File: config.mk
export PLATFORM = sky130hd
export DESIGN_NAME = source_text_tokenizer
export DESIGN_NICKNAME = d
export VERILOG_FILES = /design/src/stt_pkg.sv /design/src/stt_scan.sv /design/src/stt_outq.sv /design/src/source_text_tokenizer.sv
export SDC_FILE = /design/constraint.sdc
export NUM_CORES = 1
export LEC_CHECK = 0
export ABC_AREA = 0
export BUFFER_PORTS_ARGS = -buffer_cell sky130_fd_sc_hd__buf_2
export CAP_MARGIN = 20
export CORE_UTILIZATION = 35
export DETAILED_ROUTE_END_ITERATION = 10
export PLACE_DENSITY = 0.52
export SLEW_MARGIN = 10
export SYNTH_ARGS = -nofsm -noshare
export SYNTH_HDL_FRONTEND = slang
export SYNTH_SLANG_ARGS = --single-unit
File: constraint.sdc
create_clock -name clk -period 5.4 [get_ports clk]
set_input_delay 0.27 -clock clk [delete_from_list [all_inputs] [get_ports clk]]
set_output_delay 0.27 -clock clk [all_outputs]
set_load 0.01 [all_outputs]
File: src/stt_pkg.sv
// ----------------------------------------------------------------------------
// Source text tokenizer package
// Shared widths, token and error codes, result types and the character
// class and keyword helpers used by the scanner and the result queue.
// ----------------------------------------------------------------------------
package stt_pkg;

	// Default widths of the position and line counters.
	localparam int OFFSET_BITS_DEF = 24;
	localparam int LINE_BITS_DEF   = 24;

	// Fixed widths of the result fields.
	localparam int FIELD_W = 24;
	localparam int KIND_W  = 5;
	localparam int ERR_W   = 2;
	localparam int BYTE_W  = 8;

	// Token kinds.
	localparam logic [KIND_W-1:0] KIND_PLUS    = 5'd0;
	localparam logic [KIND_W-1:0] KIND_MINUS   = 5'd1;
	localparam logic [KIND_W-1:0] KIND_STAR    = 5'd2;
	localparam logic [KIND_W-1:0] KIND_SLASH   = 5'd3;
	localparam logic [KIND_W-1:0] KIND_EQUAL   = 5'd4;
	localparam logic [KIND_W-1:0] KIND_COLON   = 5'd5;
	localparam logic [KIND_W-1:0] KIND_DCOLON  = 5'd6;
	localparam logic [KIND_W-1:0] KIND_SEMI    = 5'd7;
	localparam logic [KIND_W-1:0] KIND_COMMA   = 5'd8;
	localparam logic [KIND_W-1:0] KIND_DOT     = 5'd9;
	localparam logic [KIND_W-1:0] KIND_LPAREN  = 5'd10;
	localparam logic [KIND_W-1:0] KIND_RPAREN  = 5'd11;
	localparam logic [KIND_W-1:0] KIND_LBRACE  = 5'd12;
	localparam logic [KIND_W-1:0] KIND_RBRACE  = 5'd13;
	localparam logic [KIND_W-1:0] KIND_LBRACK  = 5'd14;
	localparam logic [KIND_W-1:0] KIND_RBRACK  = 5'd15;
	localparam logic [KIND_W-1:0] KIND_STRING  = 5'd16;
	localparam logic [KIND_W-1:0] KIND_CHAR    = 5'd17;
	localparam logic [KIND_W-1:0] KIND_IDENT   = 5'd18;
	localparam logic [KIND_W-1:0] KIND_INT     = 5'd19;
	localparam logic [KIND_W-1:0] KIND_KW0     = 5'd20;
	localparam logic [KIND_W-1:0] KIND_END     = 5'd23;
	localparam logic [KIND_W-1:0] KIND_ERROR   = 5'd24;

	// Error kinds.
	localparam logic [ERR_W-1:0] ERR_NONE       = 2'd0;
	localparam logic [ERR_W-1:0] ERR_OPEN_STR   = 2'd1;
	localparam logic [ERR_W-1:0] ERR_OPEN_CHAR  = 2'd2;
	localparam logic [ERR_W-1:0] ERR_UNEXPECTED = 2'd3;

	// Characters with a special role.
	localparam logic [BYTE_W-1:0] CH_EOT    = 8'h00;
	localparam logic [BYTE_W-1:0] CH_TAB    = 8'h09;
	localparam logic [BYTE_W-1:0] CH_LF     = 8'h0A;
	localparam logic [BYTE_W-1:0] CH_CR     = 8'h0D;
	localparam logic [BYTE_W-1:0] CH_SPACE  = 8'h20;
	localparam logic [BYTE_W-1:0] CH_DQUOTE = 8'h22;
	localparam logic [BYTE_W-1:0] CH_SQUOTE = 8'h27;
	localparam logic [BYTE_W-1:0] CH_COLON  = 8'h3A;
	localparam logic [BYTE_W-1:0] CH_BSLASH = 8'h5C;
	localparam logic [BYTE_W-1:0] CH_UNDER  = 8'h5F;

	// Keywords: return, struct, let. Each row is padded to eight slots so
	// that any three-bit character index stays in range.
	localparam int NUM_KW = 3;
	localparam int KW_MAX = 8;
	localparam logic [BYTE_W-1:0] KW_CHARS [NUM_KW][KW_MAX] = '{
		'{8'h72, 8'h65, 8'h74, 8'h75, 8'h72, 8'h6E, 8'h00, 8'h00},
		'{8'h73, 8'h74, 8'h72, 8'h75, 8'h63, 8'h74, 8'h00, 8'h00},
		'{8'h6C, 8'h65, 8'h74, 8'h00, 8'h00, 8'h00, 8'h00, 8'h00}
	};
	localparam logic [2:0] KW_LEN [NUM_KW] = '{3'd6, 3'd6, 3'd3};

	// One result item.
	typedef struct packed {
		logic [KIND_W-1:0]  kind;
		logic [ERR_W-1:0]   err;
		logic [FIELD_W-1:0] start;
		logic [FIELD_W-1:0] len;
		logic [FIELD_W-1:0] line;
		logic [BYTE_W-1:0]  bad;
		logic               last;
	} result_t;

	// Up to two results that one byte produces, in order.
	typedef struct packed {
		logic [1:0] count;
		result_t    r0;
		result_t    r1;
	} res_pair_t;

	function automatic logic dec_digit(input logic [BYTE_W-1:0] c);
		return (c >= 8'h30) && (c <= 8'h39);
	endfunction

	function automatic logic word_start(input logic [BYTE_W-1:0] c);
		return ((c >= 8'h41) && (c <= 8'h5A)) || ((c >= 8'h61) && (c <= 8'h7A)) ||
			(c == CH_UNDER);
	endfunction

	function automatic logic is_space(input logic [BYTE_W-1:0] c);
		return (c == CH_SPACE) || (c == CH_TAB) || (c == CH_LF) || (c == CH_CR);
	endfunction

	// Single-byte punctuators: valid flag and kind.
	function automatic logic [KIND_W:0] punct_kind(input logic [BYTE_W-1:0] c);
		logic [KIND_W:0] r;
		r = '0;
		case (c)
			8'h2B: r = {1'b1, KIND_PLUS};
			8'h2D: r = {1'b1, KIND_MINUS};
			8'h2A: r = {1'b1, KIND_STAR};
			8'h2F: r = {1'b1, KIND_SLASH};
			8'h3D: r = {1'b1, KIND_EQUAL};
			8'h3B: r = {1'b1, KIND_SEMI};
			8'h2C: r = {1'b1, KIND_COMMA};
			8'h2E: r = {1'b1, KIND_DOT};
			8'h28: r = {1'b1, KIND_LPAREN};
			8'h29: r = {1'b1, KIND_RPAREN};
			8'h7B: r = {1'b1, KIND_LBRACE};
			8'h7D: r = {1'b1, KIND_RBRACE};
			8'h5B: r = {1'b1, KIND_LBRACK};
			8'h5D: r = {1'b1, KIND_RBRACK};
			default: r = '0;
		endcase
		return r;
	endfunction

	// Drop every keyword whose character at this index does not match.
	function automatic logic [NUM_KW-1:0] kw_track(input logic [NUM_KW-1:0] live,
			input logic [BYTE_W-1:0] c, input logic idx_small, input logic [2:0] idx);
		logic [NUM_KW-1:0] r;
		r = live;
		for (int k = 0; k < NUM_KW; k++) begin
			if (!idx_small || (idx >= KW_LEN[k]) || (KW_CHARS[k][idx] != c)) begin
				r[k] = 1'b0;
			end
		end
		return r;
	endfunction

endpackage

File: src/stt_scan.sv
// ----------------------------------------------------------------------------
// Tokenizer scan stage
// Holds the scan state and turns one text byte into up to two results and
// the next state in combinational logic.
// ----------------------------------------------------------------------------
module stt_scan #(
	parameter int OFFSET_BITS = stt_pkg::OFFSET_BITS_DEF,
	parameter int LINE_BITS   = stt_pkg::LINE_BITS_DEF
) (
	input  logic                          clk,
	input  logic                          arst_n,
	input  logic                          step,
	input  logic [stt_pkg::BYTE_W-1:0]    text_byte,
	output stt_pkg::res_pair_t            pair
);

	localparam int FW = stt_pkg::FIELD_W;
	localparam int NK = stt_pkg::NUM_KW;

	// Scan modes.
	localparam logic [2:0] MODE_IDLE    = 3'd0;
	localparam logic [2:0] MODE_COLON   = 3'd1;
	localparam logic [2:0] MODE_IDENT   = 3'd2;
	localparam logic [2:0] MODE_INT     = 3'd3;
	localparam logic [2:0] MODE_STRING  = 3'd4;
	localparam logic [2:0] MODE_CHAR    = 3'd5;
	localparam logic [2:0] MODE_DISCARD = 3'd6;

	logic [2:0]             mode_q, mode_n;
	logic [OFFSET_BITS-1:0] pos_q, pos_n;
	logic [LINE_BITS-1:0]   line_q, line_n;
	logic [OFFSET_BITS-1:0] pstart_q, pstart_n;
	logic [NK-1:0]          kw_q, kw_n;
	logic                   bs_q, bs_n;
	logic [LINE_BITS-1:0]   qline_q, qline_n;

	logic [OFFSET_BITS-1:0] pos_inc, len_now, len_inc;
	logic [LINE_BITS-1:0]   line_adv;
	logic                   idx_small;
	logic [stt_pkg::KIND_W-1:0] ident_kind;
	logic [stt_pkg::KIND_W:0]   punct;
	logic                   is_str;
	logic [stt_pkg::BYTE_W-1:0] quote_ch;
	logic                   flush_v, run_idle, idle_v;
	stt_pkg::result_t       flush_r, idle_r;

	function automatic stt_pkg::result_t make_res(input logic [stt_pkg::KIND_W-1:0] kind,
			input logic [stt_pkg::ERR_W-1:0] err, input logic [OFFSET_BITS-1:0] start,
			input logic [OFFSET_BITS-1:0] len, input logic [LINE_BITS-1:0] line,
			input logic [stt_pkg::BYTE_W-1:0] bad);
		stt_pkg::result_t r;
		r.kind  = kind;
		r.err   = err;
		r.start = FW'(start);
		r.len   = FW'(len);
		r.line  = FW'(line);
		r.bad   = bad;
		r.last  = 1'b0;
		return r;
	endfunction

	// Counters as they stand after this byte is consumed.
	assign pos_inc   = pos_q + OFFSET_BITS'(1);
	assign line_adv  = line_q + LINE_BITS'(text_byte == stt_pkg::CH_LF);
	assign len_now   = pos_q - pstart_q;
	assign len_inc   = pos_inc - pstart_q;
	assign idx_small = len_now < OFFSET_BITS'(8);
	assign punct     = stt_pkg::punct_kind(text_byte);
	assign is_str    = mode_q == MODE_STRING;
	assign quote_ch  = is_str ? stt_pkg::CH_DQUOTE : stt_pkg::CH_SQUOTE;

	// Keyword decision on an exact length match; the first live keyword wins.
	always_comb begin
		ident_kind = stt_pkg::KIND_IDENT;
		for (int k = NK - 1; k >= 0; k--) begin
			if (kw_q[k] && (len_now == OFFSET_BITS'(stt_pkg::KW_LEN[k]))) begin
				ident_kind = stt_pkg::KIND_KW0 + stt_pkg::KIND_W'(k);
			end
		end
	end

	// Per-byte state update and result generation.
	always_comb begin
		mode_n   = mode_q;
		pos_n    = pos_q;
		line_n   = line_q;
		pstart_n = pstart_q;
		kw_n     = kw_q;
		bs_n     = bs_q;
		qline_n  = qline_q;
		flush_v  = 1'b0;
		flush_r  = '0;
		run_idle = 1'b0;
		idle_v   = 1'b0;
		idle_r   = '0;

		// A pending token either grows or is closed by this byte.
		unique case (mode_q)
			MODE_COLON: begin
				flush_v = 1'b1;
				if (text_byte == stt_pkg::CH_COLON) begin
					flush_r = make_res(stt_pkg::KIND_DCOLON, stt_pkg::ERR_NONE, pstart_q,
						len_inc, line_q, '0);
					pos_n  = pos_inc;
					mode_n = MODE_IDLE;
				end else begin
					flush_r = make_res(stt_pkg::KIND_COLON, stt_pkg::ERR_NONE, pstart_q,
						len_now, line_q, '0);
					run_idle = 1'b1;
				end
			end
			MODE_IDENT: begin
				if (stt_pkg::word_start(text_byte) || stt_pkg::dec_digit(text_byte)) begin
					kw_n  = stt_pkg::kw_track(kw_q, text_byte, idx_small, len_now[2:0]);
					pos_n = pos_inc;
				end else begin
					flush_v  = 1'b1;
					flush_r  = make_res(ident_kind, stt_pkg::ERR_NONE, pstart_q, len_now,
						line_q, '0);
					run_idle = 1'b1;
				end
			end
			MODE_INT: begin
				if (stt_pkg::dec_digit(text_byte)) begin
					pos_n = pos_inc;
				end else begin
					flush_v  = 1'b1;
					flush_r  = make_res(stt_pkg::KIND_INT, stt_pkg::ERR_NONE, pstart_q,
						len_now, line_q, '0);
					run_idle = 1'b1;
				end
			end
			MODE_STRING, MODE_CHAR: begin
				if (text_byte == stt_pkg::CH_EOT) begin
					flush_v  = 1'b1;
					flush_r  = make_res(stt_pkg::KIND_ERROR,
						is_str ? stt_pkg::ERR_OPEN_STR : stt_pkg::ERR_OPEN_CHAR,
						pstart_q, len_now, qline_q, '0);
					run_idle = 1'b1;
				end else begin
					bs_n   = text_byte == stt_pkg::CH_BSLASH;
					pos_n  = pos_inc;
					line_n = line_adv;
					if ((text_byte == quote_ch) && !bs_q) begin
						flush_v = 1'b1;
						flush_r = make_res(is_str ? stt_pkg::KIND_STRING : stt_pkg::KIND_CHAR,
							stt_pkg::ERR_NONE, pstart_q, len_inc, line_adv, '0);
						mode_n  = MODE_IDLE;
						bs_n    = 1'b0;
					end
				end
			end
			MODE_DISCARD: begin
				if (text_byte == stt_pkg::CH_EOT) begin
					run_idle = 1'b1;
				end else begin
					pos_n  = pos_inc;
					line_n = line_adv;
				end
			end
			default: begin
				run_idle = 1'b1;
			end
		endcase

		// Handling of a byte seen between tokens.
		if (run_idle) begin
			mode_n = MODE_IDLE;
			if (text_byte == stt_pkg::CH_EOT) begin
				idle_v   = 1'b1;
				idle_r   = make_res(stt_pkg::KIND_END, stt_pkg::ERR_NONE, pos_q, '0,
					line_q, '0);
				pos_n    = '0;
				line_n   = '0;
				pstart_n = '0;
				kw_n     = '1;
				bs_n     = 1'b0;
				qline_n  = '0;
			end else begin
				pos_n  = pos_inc;
				line_n = line_adv;
				if (stt_pkg::is_space(text_byte)) begin
					// Whitespace only moves the counters.
				end else if (punct[stt_pkg::KIND_W]) begin
					idle_v = 1'b1;
					idle_r = make_res(punct[stt_pkg::KIND_W-1:0], stt_pkg::ERR_NONE, pos_q,
						OFFSET_BITS'(1), line_q, '0);
				end else if (text_byte == stt_pkg::CH_COLON) begin
					mode_n   = MODE_COLON;
					pstart_n = pos_q;
				end else if ((text_byte == stt_pkg::CH_DQUOTE) ||
						(text_byte == stt_pkg::CH_SQUOTE)) begin
					mode_n   = (text_byte == stt_pkg::CH_DQUOTE) ? MODE_STRING : MODE_CHAR;
					pstart_n = pos_q;
					qline_n  = line_q;
					bs_n     = 1'b0;
				end else if (stt_pkg::word_start(text_byte)) begin
					mode_n   = MODE_IDENT;
					pstart_n = pos_q;
					kw_n     = stt_pkg::kw_track('1, text_byte, 1'b1, 3'd0);
				end else if (stt_pkg::dec_digit(text_byte)) begin
					mode_n   = MODE_INT;
					pstart_n = pos_q;
				end else begin
					idle_v = 1'b1;
					idle_r = make_res(stt_pkg::KIND_ERROR, stt_pkg::ERR_UNEXPECTED, pos_q,
						OFFSET_BITS'(1), line_q, text_byte);
					mode_n = MODE_DISCARD;
				end
			end
		end

		// Order the results and mark the final one of this byte.
		if (flush_v) begin
			pair.r0    = flush_r;
			pair.r1    = idle_r;
			pair.count = idle_v ? 2'd2 : 2'd1;
		end else begin
			pair.r0    = idle_r;
			pair.r1    = '0;
			pair.count = idle_v ? 2'd1 : 2'd0;
		end
		if (pair.count == 2'd2) begin
			pair.r1.last = 1'b1;
		end else begin
			pair.r0.last = 1'b1;
		end
	end

	// Scan state registers.
	always_ff @(posedge clk or negedge arst_n) begin
		if (!arst_n) begin
			mode_q   <= MODE_IDLE;
			pos_q    <= '0;
			line_q   <= '0;
			pstart_q <= '0;
			kw_q     <= '1;
			bs_q     <= 1'b0;
			qline_q  <= '0;
		end else if (step) begin
			mode_q   <= mode_n;
			pos_q    <= pos_n;
			line_q   <= line_n;
			pstart_q <= pstart_n;
			kw_q     <= kw_n;
			bs_q     <= bs_n;
			qline_q  <= qline_n;
		end
	end

endmodule

File: src/stt_outq.sv
// ----------------------------------------------------------------------------
// Tokenizer result queue
// Two-entry output buffer. It loads both results of one byte at once and
// presents them one transfer at a time.
// ----------------------------------------------------------------------------
module stt_outq (
	input  logic               clk,
	input  logic               arst_n,
	input  logic               load,
	input  stt_pkg::res_pair_t pair,
	input  logic               out_ready,
	output logic               out_valid,
	output stt_pkg::result_t   head,
	output logic               room
);

	logic [1:0]       count_q;
	stt_pkg::result_t q0_q, q1_q;
	logic             pop;

	assign out_valid = count_q != 2'd0;
	assign pop       = out_valid && out_ready;
	assign head      = q0_q;

	// The queue takes a new byte's results only when it is empty or its last entry leaves this cycle.
	assign room = (count_q == 2'd0) || ((count_q == 2'd1) && out_ready);

	// Occupancy.
	always_ff @(posedge clk or negedge arst_n) begin
		if (!arst_n) begin
			count_q <= 2'd0;
		end else if (load) begin
			count_q <= pair.count;
		end else if (pop) begin
			count_q <= count_q - 2'd1;
		end
	end

	// Entries.
	always_ff @(posedge clk) begin
		if (load) begin
			q0_q <= pair.r0;
			q1_q <= pair.r1;
		end else if (pop) begin
			q0_q <= q1_q;
		end
	end

endmodule

File: src/source_text_tokenizer.sv
// ----------------------------------------------------------------------------
// Source text tokenizer
// Flow: a byte is held in the input register and scanned once the result
// queue has room; its results are then registered in the result queue.
// Throughput: one byte per cycle while results are taken; a byte that gives
// two results holds the input while the two-entry result queue drains.
// Reset: arst_n clears the scan state and empties the input and result stages.
// Scans source text one byte per transfer and emits tokens with kind,
// start offset, length and line number.
// ----------------------------------------------------------------------------
module source_text_tokenizer #(
	parameter int OFFSET_BITS = stt_pkg::OFFSET_BITS_DEF,
	parameter int LINE_BITS   = stt_pkg::LINE_BITS_DEF
) (
	input  logic                         clk,
	input  logic                         arst_n,
	input  logic                         in_valid,
	output logic                         in_ready,
	input  logic [stt_pkg::BYTE_W-1:0]   text_byte,
	output logic                         out_valid,
	input  logic                         out_ready,
	output logic [stt_pkg::KIND_W-1:0]   token_kind,
	output logic [stt_pkg::ERR_W-1:0]    error_kind,
	output logic [stt_pkg::FIELD_W-1:0]  token_start,
	output logic [stt_pkg::FIELD_W-1:0]  token_length,
	output logic [stt_pkg::FIELD_W-1:0]  line_number,
	output logic [stt_pkg::BYTE_W-1:0]   bad_byte,
	output logic                         last_result
);

	logic                       valid_s1;
	logic [stt_pkg::BYTE_W-1:0] byte_s1;
	logic                       room;
	logic                       step;
	stt_pkg::res_pair_t         pair;
	stt_pkg::result_t           head;

	// The registered byte is scanned once the result queue can hold its output.
	assign step     = valid_s1 && room;
	assign in_ready = !valid_s1 || room;

	// Input register.
	always_ff @(posedge clk or negedge arst_n) begin
		if (!arst_n) begin
			valid_s1 <= 1'b0;
		end else if (in_valid && in_ready) begin
			valid_s1 <= 1'b1;
		end else if (step) begin
			valid_s1 <= 1'b0;
		end
	end

	always_ff @(posedge clk) begin
		if (in_valid && in_ready) begin
			byte_s1 <= text_byte;
		end
	end

	stt_scan #(
		.OFFSET_BITS(OFFSET_BITS),
		.LINE_BITS(LINE_BITS)
	) u_scan (
		.clk(clk),
		.arst_n(arst_n),
		.step(step),
		.text_byte(byte_s1),
		.pair(pair)
	);

	stt_outq u_outq (
		.clk(clk),
		.arst_n(arst_n),
		.load(step),
		.pair(pair),
		.out_ready(out_ready),
		.out_valid(out_valid),
		.head(head),
		.room(room)
	);

	// Result fields.
	assign token_kind   = head.kind;
	assign error_kind   = head.err;
	assign token_start  = head.start;
	assign token_length = head.len;
	assign line_number  = head.line;
	assign bad_byte     = head.bad;
	assign last_result  = head.last;

endmodule

==> flow_summary.ini, run 1 <==
[yosys]
synth_ff_type = edfxtp_1
yosysSeqAreaShare_pct = 46.79
synth_edf_count = 160
syn_inst = 1718
syn_area_per_cell_um2 = 9.281
synthesis.area_um2 = 15940
yosysWarnings = 0
syn-num-nets = 1790
synthArstFlopShare_pct = 39.85
yosysUniqueCellTypes = 92
synth-seq-cells = 266

[status]
outcome = finished, final reports clean

[layout]
syn_to_final_growth_pct = 13.76
final_net_count = 1831
final_cell_mix = 224 x nand2_1, 160 x edfxtp_1, 151 x nor2_1
mostFrequentLayoutCell = nand2_1
antennaDiodeCount = 0
multiInputGateArea_um2 = 7807
regArea_um2 = 7461
num-fill-cells = 4448
drive_above_1_share_pct = 12.00
fin_util_pct = 40.66

[setup_path]
worstRegToRegCells = 17
worstPathArrival_ps = 5220
cp-start-kind = flip-flop
required_ps = 5680
r2r_setup_slack_ps = 460
crit_type = flip-flop to flip-flop
end_kind = flip-flop
critPathMaxFanout = 10

[route]
drt_iter0_drc = 962
vias_per_cell = 5.600
ant_nets = 0
dr.pass1.iters = 5
vias = 13310
drcViolationCount = 0
wl_per_cell_um = 20.38
drt-total-wl_mm = 48.42

[power_and_ir_drop]
peakVddDrop_mv = 0.4303
switching_share_pct = 43.24
power_frac_comb_pct = 50.0
sequentialPowerShare_pct = 28.7
p_int_uw = 6272
p_leak_uw = 0.007397
power_switching_uw = 4779
clkPwrFrac_pct = 21.3
powerDensity_nw_per_um2 = 609.2

[global_route]
grt_overflow_total = 0
grt_pass1_vias = 13240
grt_pass1_wl_mm = 77.38
grt_usage_pct = 21.11
antenna_found_initial = 0
grt_max_degree = 82

[clock_tree]
clk_pin_slew_ps = 60
cts_sinks = 266
htreeDepth = 2
numCtsBuffers = 34
cts_tree = yes
root_buffer = clkbuf_16
clock_tree.buffer_depth = 3
clk_latency_ps = 550

[sta]
slew_viol_final = 0
fin_setup_tns_ps = 0
skew_ps = 22.71
rsz0062_at_grt = false
fin_crit_ps = 4936
final.period_utilization_pct = 91.41
max_clock_freq_mhz = 202.6
finalHoldViolCount = 0
finalSetupViolCount = 0
worst_pin_slew_ps = 976.4
slew_headroom_pct = 34.44

[die]
initial_core_util_pct = 35.74
die_x_um = 215.4
floorplan.die_area_um2 = 46410
num_rows = 77
core_um2 = 44610
io_pins = 102
die_h_um = 215.4

[min_path]
whs_path_depth = 4
hold_class = primary input to flip-flop

[placement]
routabilityCongestion = 0.8963
port_buffers = 101
hpwl_mm = 32.20

[flow_run]
maxCapViolations = 0
==> registers in the layout, indices dropped and copies added (netlist names), 2 cells and up <==
register,count
u_scan.qline_q,24
u_scan.kw_q,3
u_outq.count_q,2
u_outq.q1_q,64
byte_s1,8
u_scan.mode_q,3
u_scan.pstart_q,24
u_outq.head,88
u_scan.line_q,24
u_scan.pos_q,24
==> synth_stat cells, drive strengths merged (6+ instances only) <==
| cell type | n | area (um2) |
|---|---|---|
| a211oi | 7 | 65.06 |
| a21o | 20 | 150.1 |
| a21oi | 72 | 364.1 |
| a221oi | 47 | 411.6 |
| a22o | 10 | 87.58 |
| a22oi | 8 | 60.06 |
| a31oi | 14 | 87.58 |
| and2 | 18 | 113.9 |
| and3 | 83 | 524.3 |
| and4 | 6 | 52.55 |
| buf | 34 | 166.4 |
| clkbuf | 97 | 364.1 |
| dfrtp | 103 | 2577 |
| edfxtp | 160 | 4805 |
| ha | 58 | 725.7 |
| inv | 45 | 168.9 |
| nand2 | 224 | 840.8 |
| nand2b | 18 | 112.6 |
| nand3 | 51 | 255.2 |
| nand4 | 17 | 106.4 |
| nor2 | 153 | 574.3 |
| nor2b | 9 | 56.30 |
| nor3 | 35 | 175.2 |
| nor4 | 7 | 80.07 |
| o211ai | 7 | 66.31 |
| o21a | 13 | 97.59 |
| o21ai | 185 | 929.6 |
| o21bai | 6 | 45.04 |
| o22ai | 6 | 37.54 |
| o31ai | 36 | 270.3 |
| or2 | 7 | 43.79 |
| or3 | 7 | 48.80 |
| or4 | 6 | 45.04 |
| xnor2 | 40 | 350.3 |
| xor2 | 25 | 219.0 |
==> cells by family after synthesis <==
group | after synthesis | synth area share [%]
buf+inv | 178 | 4.434
fa+ha+maj | 60 | 4.803
xor+xnor | 65 | 3.571
mux | 3 | 0.2040
flops | 266 | 46.79
simple gates | 663 | 20.25
compound gates | 483 | 19.95
==> per-layer routing <==
layer | up-vias | wire length (um) | global-route usage [%]
met4 | 0 | 1424 | 7.707
li1 | 6393 | - | -
met3 | 77 | 1611 | 2.128
met2 | 272 | 23060 | 34.68
met1 | 6563 | 22320 | 28.83
met5 | - | 0 | 0
==> area by class of cell <==
cell class | count | share of cell area, %
clock buffer | 47 | 5.298
clock inverter | 14 | 1.028
inverter | 47 | 0.9864
multi-input combinational | 1274 | 43.04
sequential | 266 | 41.13
tap | 592 | 4.084
timing repair buffer | 136 | 4.429
==> metrics by stage <==
stage | total power (uW) | instance area, um2 | setup WS (ps) | instances | hold slack [ps]
after floorplan | 6930 | 15940 | 1089 | 1718 | -25.59
after global placement | 8683 | 16870 | 616.6 | 2304 | 434.5
after detailed placement | 8688 | 16870 | 480.7 | 2304 | 439.5
after CTS | 11120 | 18120 | 441.4 | 2375 | 85.86
after global routing | 11760 | 18140 | 2.710 | 2376 | 127.9
final | 11050 | 18140 | 463.8 | 2376 | 116.6
==> critical path: stages (launching register included) <==
cell,delay (ps)
dfrtp_1,560
ha_1,290
and3_1,300
and3_1,290
and3_1,260
nand3_1,250
nor2_1,410
xor2_1,180
ha_1,300
a21o_1,200
a21o_1,190
a21o_1,170
a21o_1,170
a21o_1,180
a31o_2,230
a211oi_1,310
o22ai_1,120
mux2_2,270
==> what timing repair did <==
action                                  4_1_cts  5_1_grt
setup buffers                                 0        0
endpoints found under the setup margin        0        1
endpoints found under the hold margin        61        0
gates resized for setup                       0        1
hold buffers                                 10        0
==> worst paths after layout <==
path                                 endpoint          startpoint
max                           u_outq.head[56]     u_scan.pos_q[1]
min in group asynchronous    u_scan.pos_q[18]              arst_n
min reg2reg                u_scan.qline_q[19]  u_scan.qline_q[19]
min                                  valid_s1           out_ready
max in group asynchronous            valid_s1              arst_n
max reg2reg                   u_outq.head[56]     u_scan.pos_q[1]
==> power by group through the flow <==
stage	sequential [uW]	clock [uW]	combinational (uW)
6_report	3170	2360	5520
5_1_grt	3240	2480	6040
4_1_cts	3180	2410	5520
3_5_place_dp	3220	0	5470
3_3_place_gp	3200	0	5480
2_1_floorplan	3290	0	3640
(Power assumes the default switching activity.)
==> run 2, diff against run 1 <==
--- a/config.mk
+++ b/config.mk
@@ -6,11 +6,11 @@
 export NUM_CORES = 1
 export LEC_CHECK = 0
 export ABC_AREA = 0
-export BUFFER_PORTS_ARGS = -buffer_cell sky130_fd_sc_hd__buf_2
 export CAP_MARGIN = 20
 export CORE_UTILIZATION = 35
 export DETAILED_ROUTE_END_ITERATION = 10
-export PLACE_DENSITY = 0.52
+export DONT_BUFFER_PORTS = 1
+export PLACE_DENSITY = 0.5
 export SLEW_MARGIN = 10
 export SYNTH_ARGS = -nofsm -noshare
 export SYNTH_HDL_FRONTEND = slang
==> flow_summary.ini, run 2 (synthesized netlist as in run 1, its figures left out) <==
[layout]
syn_to_final_growth_pct = 10.48
final_net_count = 1733
mostFrequentLayoutCell = nand2_1
antennaDiodeCount = 0
num-fill-cells = 4445
final_cell_mix = 224 x nand2_1, 160 x edfxtp_1, 151 x nor2_1
fin_util_pct = 39.49
drive_above_1_share_pct = 6.876
largest_reg_flops = 88

[die]
num_rows = 77
core_um2 = 44610
floorplan.die_area_um2 = 46410
die_x_um = 215.4
initial_core_util_pct = 35.74
die_h_um = 215.4
io_pins = 102

[setup_path]
end_kind = flip-flop
slowest_delay_ps = 600
cp-start-kind = flip-flop
critPathBufInv = 0
crit_top_cell = and3_1
worstPathArrival_ps = 5360
required_ps = 5780
crit_type = flip-flop to flip-flop
slowest_stage = a2111oi_0
worstPathCellList = ha_1, and3_1, and3_1, and3_1, nand3_1, nor2_1, xor2_1, ha_1, nand2_1, or3b_2, a31oi_1, o21ai_0, a2111oi_0, nor3_1, o32ai_1
cp_top_family = simple AND/OR/NAND/NOR gates
critPathMaxFanout = 10

[placement]
port_buffers = 0
routabilityCongestion = 0.8795
hpwl_mm = 32.17

[clock_tree]
numCtsBuffers = 35
cts_setup_buffers = 0
clock_tree.buffer_depth = 3
clk_pin_slew_ps = 60
root_buffer = clkbuf_16
cts_tree = yes
clk_latency_ps = 550
htreeDepth = 2
cts_sinks = 266

[global_route]
grt_max_degree = 107
grt_usage_pct = 20.74
antenna_found_initial = 1
grt_overflow_total = 0
grt_pass1_vias = 12460
grt_pass1_wl_mm = 74.90

[sta]
finalSetupViolCount = 0
fin_setup_tns_ps = 0
rsz0062_at_grt = false
final.period_utilization_pct = 92.22
skew_ps = 14.15
fin_crit_ps = 4980
slew_viol_final = 0
max_clock_freq_mhz = 200.8
finalHoldViolCount = 0
hold_slack_ps = 50.86
worst_pin_slew_ps = 1034
slew_headroom_pct = 30.98

[power_and_ir_drop]
powerDensity_nw_per_um2 = 608.4
peakVddDrop_mv = 0.4775
p_leak_uw = 0.006966

[route]
ant_nets = 0
drt_iter0_drc = 1010
drt-total-wl_mm = 48.17
vias_per_cell = 5.667
dr.pass1.iters = 7
wl_per_cell_um = 21.14
vias = 12910
drcViolationCount = 0

[flow_run]
maxCapViolations = 0

[min_path]
hold_class = primary input to flip-flop

[status]
outcome = finished, final reports clean
run 2: changes by cell type in the layout (fill, tap and decap cells not counted):
| cell | before | now |
|---|---|---|
| clkinv_8 | 2 | 1 |
| buf_2 | 100 | 0 |
| or4_4 | 1 | 0 |
| bufinv_16 | 4 | 1 |
| clkbuf_16 | 35 | 36 |
| clkinv_2 | 3 | 4 |
| clkinv_1 | 5 | 4 |
| a2111oi_0 | 2 | 3 |
| or4_2 | 0 | 1 |
| a2111oi_1 | 1 | 0 |
| clkbuf_1 | 8 | 10 |
| inv_6 | 0 | 3 |
| buf_16 | 0 | 1 |
run 2: routing by layer:
layer  global-route usage (%)  vias up  wire length, um
met1                    27.73     6258            21590
met4                    8.558        2             1668
met5                        0        -               14
li1                         -     6194                -
met3                    3.284       81             2488
met2                    33.41      379            22410
run 2: repair_timing:
action,in CTS,in global routing
gates resized for setup,0,0
hold buffers,11,0
hold endpoints to repair,115,0
run 2: cell type report:
class	count	area (um2)	share of cell area (%)
inverter	47	178.9	1.016
clock inverter	13	107.6	0.6108
sequential	266	7461	42.35
tap	592	740.7	4.205
clock buffer	50	993.5	5.640
multi-input combinational	1274	7804	44.30
timing repair buffer	37	330.3	1.875
run 2: through the flow:
stage | area [um2] | cells | power [uW] | worst slack [ps]
2_1_floorplan | 15940 | 1718 | 6930 | 1089
3_3_place_gp | 16370 | 2204 | 8411 | 700.9
3_5_place_dp | 16370 | 2204 | 8417 | 570.8
4_1_cts | 17600 | 2278 | 10790 | 544.2
5_1_grt | 17620 | 2279 | 11400 | 23.03
6_report | 17620 | 2279 | 10720 | 420.0
run 2: worst min-delay path: cells and delay by family:
kind / cells / cell delay [ps]
AO/OA/AOI/OAI: 1 / 60
AND/OR/NAND/NOR: 2 / 220
run 2: power by group:
part / total (uW) / internal, uW / switching (uW)
Clock: 2280 / 1330 / 948
Sequential: 3360 / 2930 / 434
Combinational: 5070 / 1740 / 3340
Total: 10700 / 6000 / 4720
run 2: path summary, 6_finish.rpt:
| kind | from | endpoint | slack, ps | cells past startpoint |
|---|---|---|---|---|
| worst min register to register | u_scan.qline_q[11] | u_scan.qline_q[11] | 480 | 2 |
| worst max-delay path | u_scan.pos_q[1] | u_outq.head[55] | 420 | 15 |
| min in group asynchronous | arst_n | u_scan.pstart_q[12] | 310 | 2 |
| worst max register to register | u_scan.pos_q[1] | u_outq.head[55] | 420 | 15 |
| max in group asynchronous | arst_n | u_outq.count_q[1] | 4560 | 2 |
| worst min-delay path | out_ready | valid_s1 | 50 | 3 |
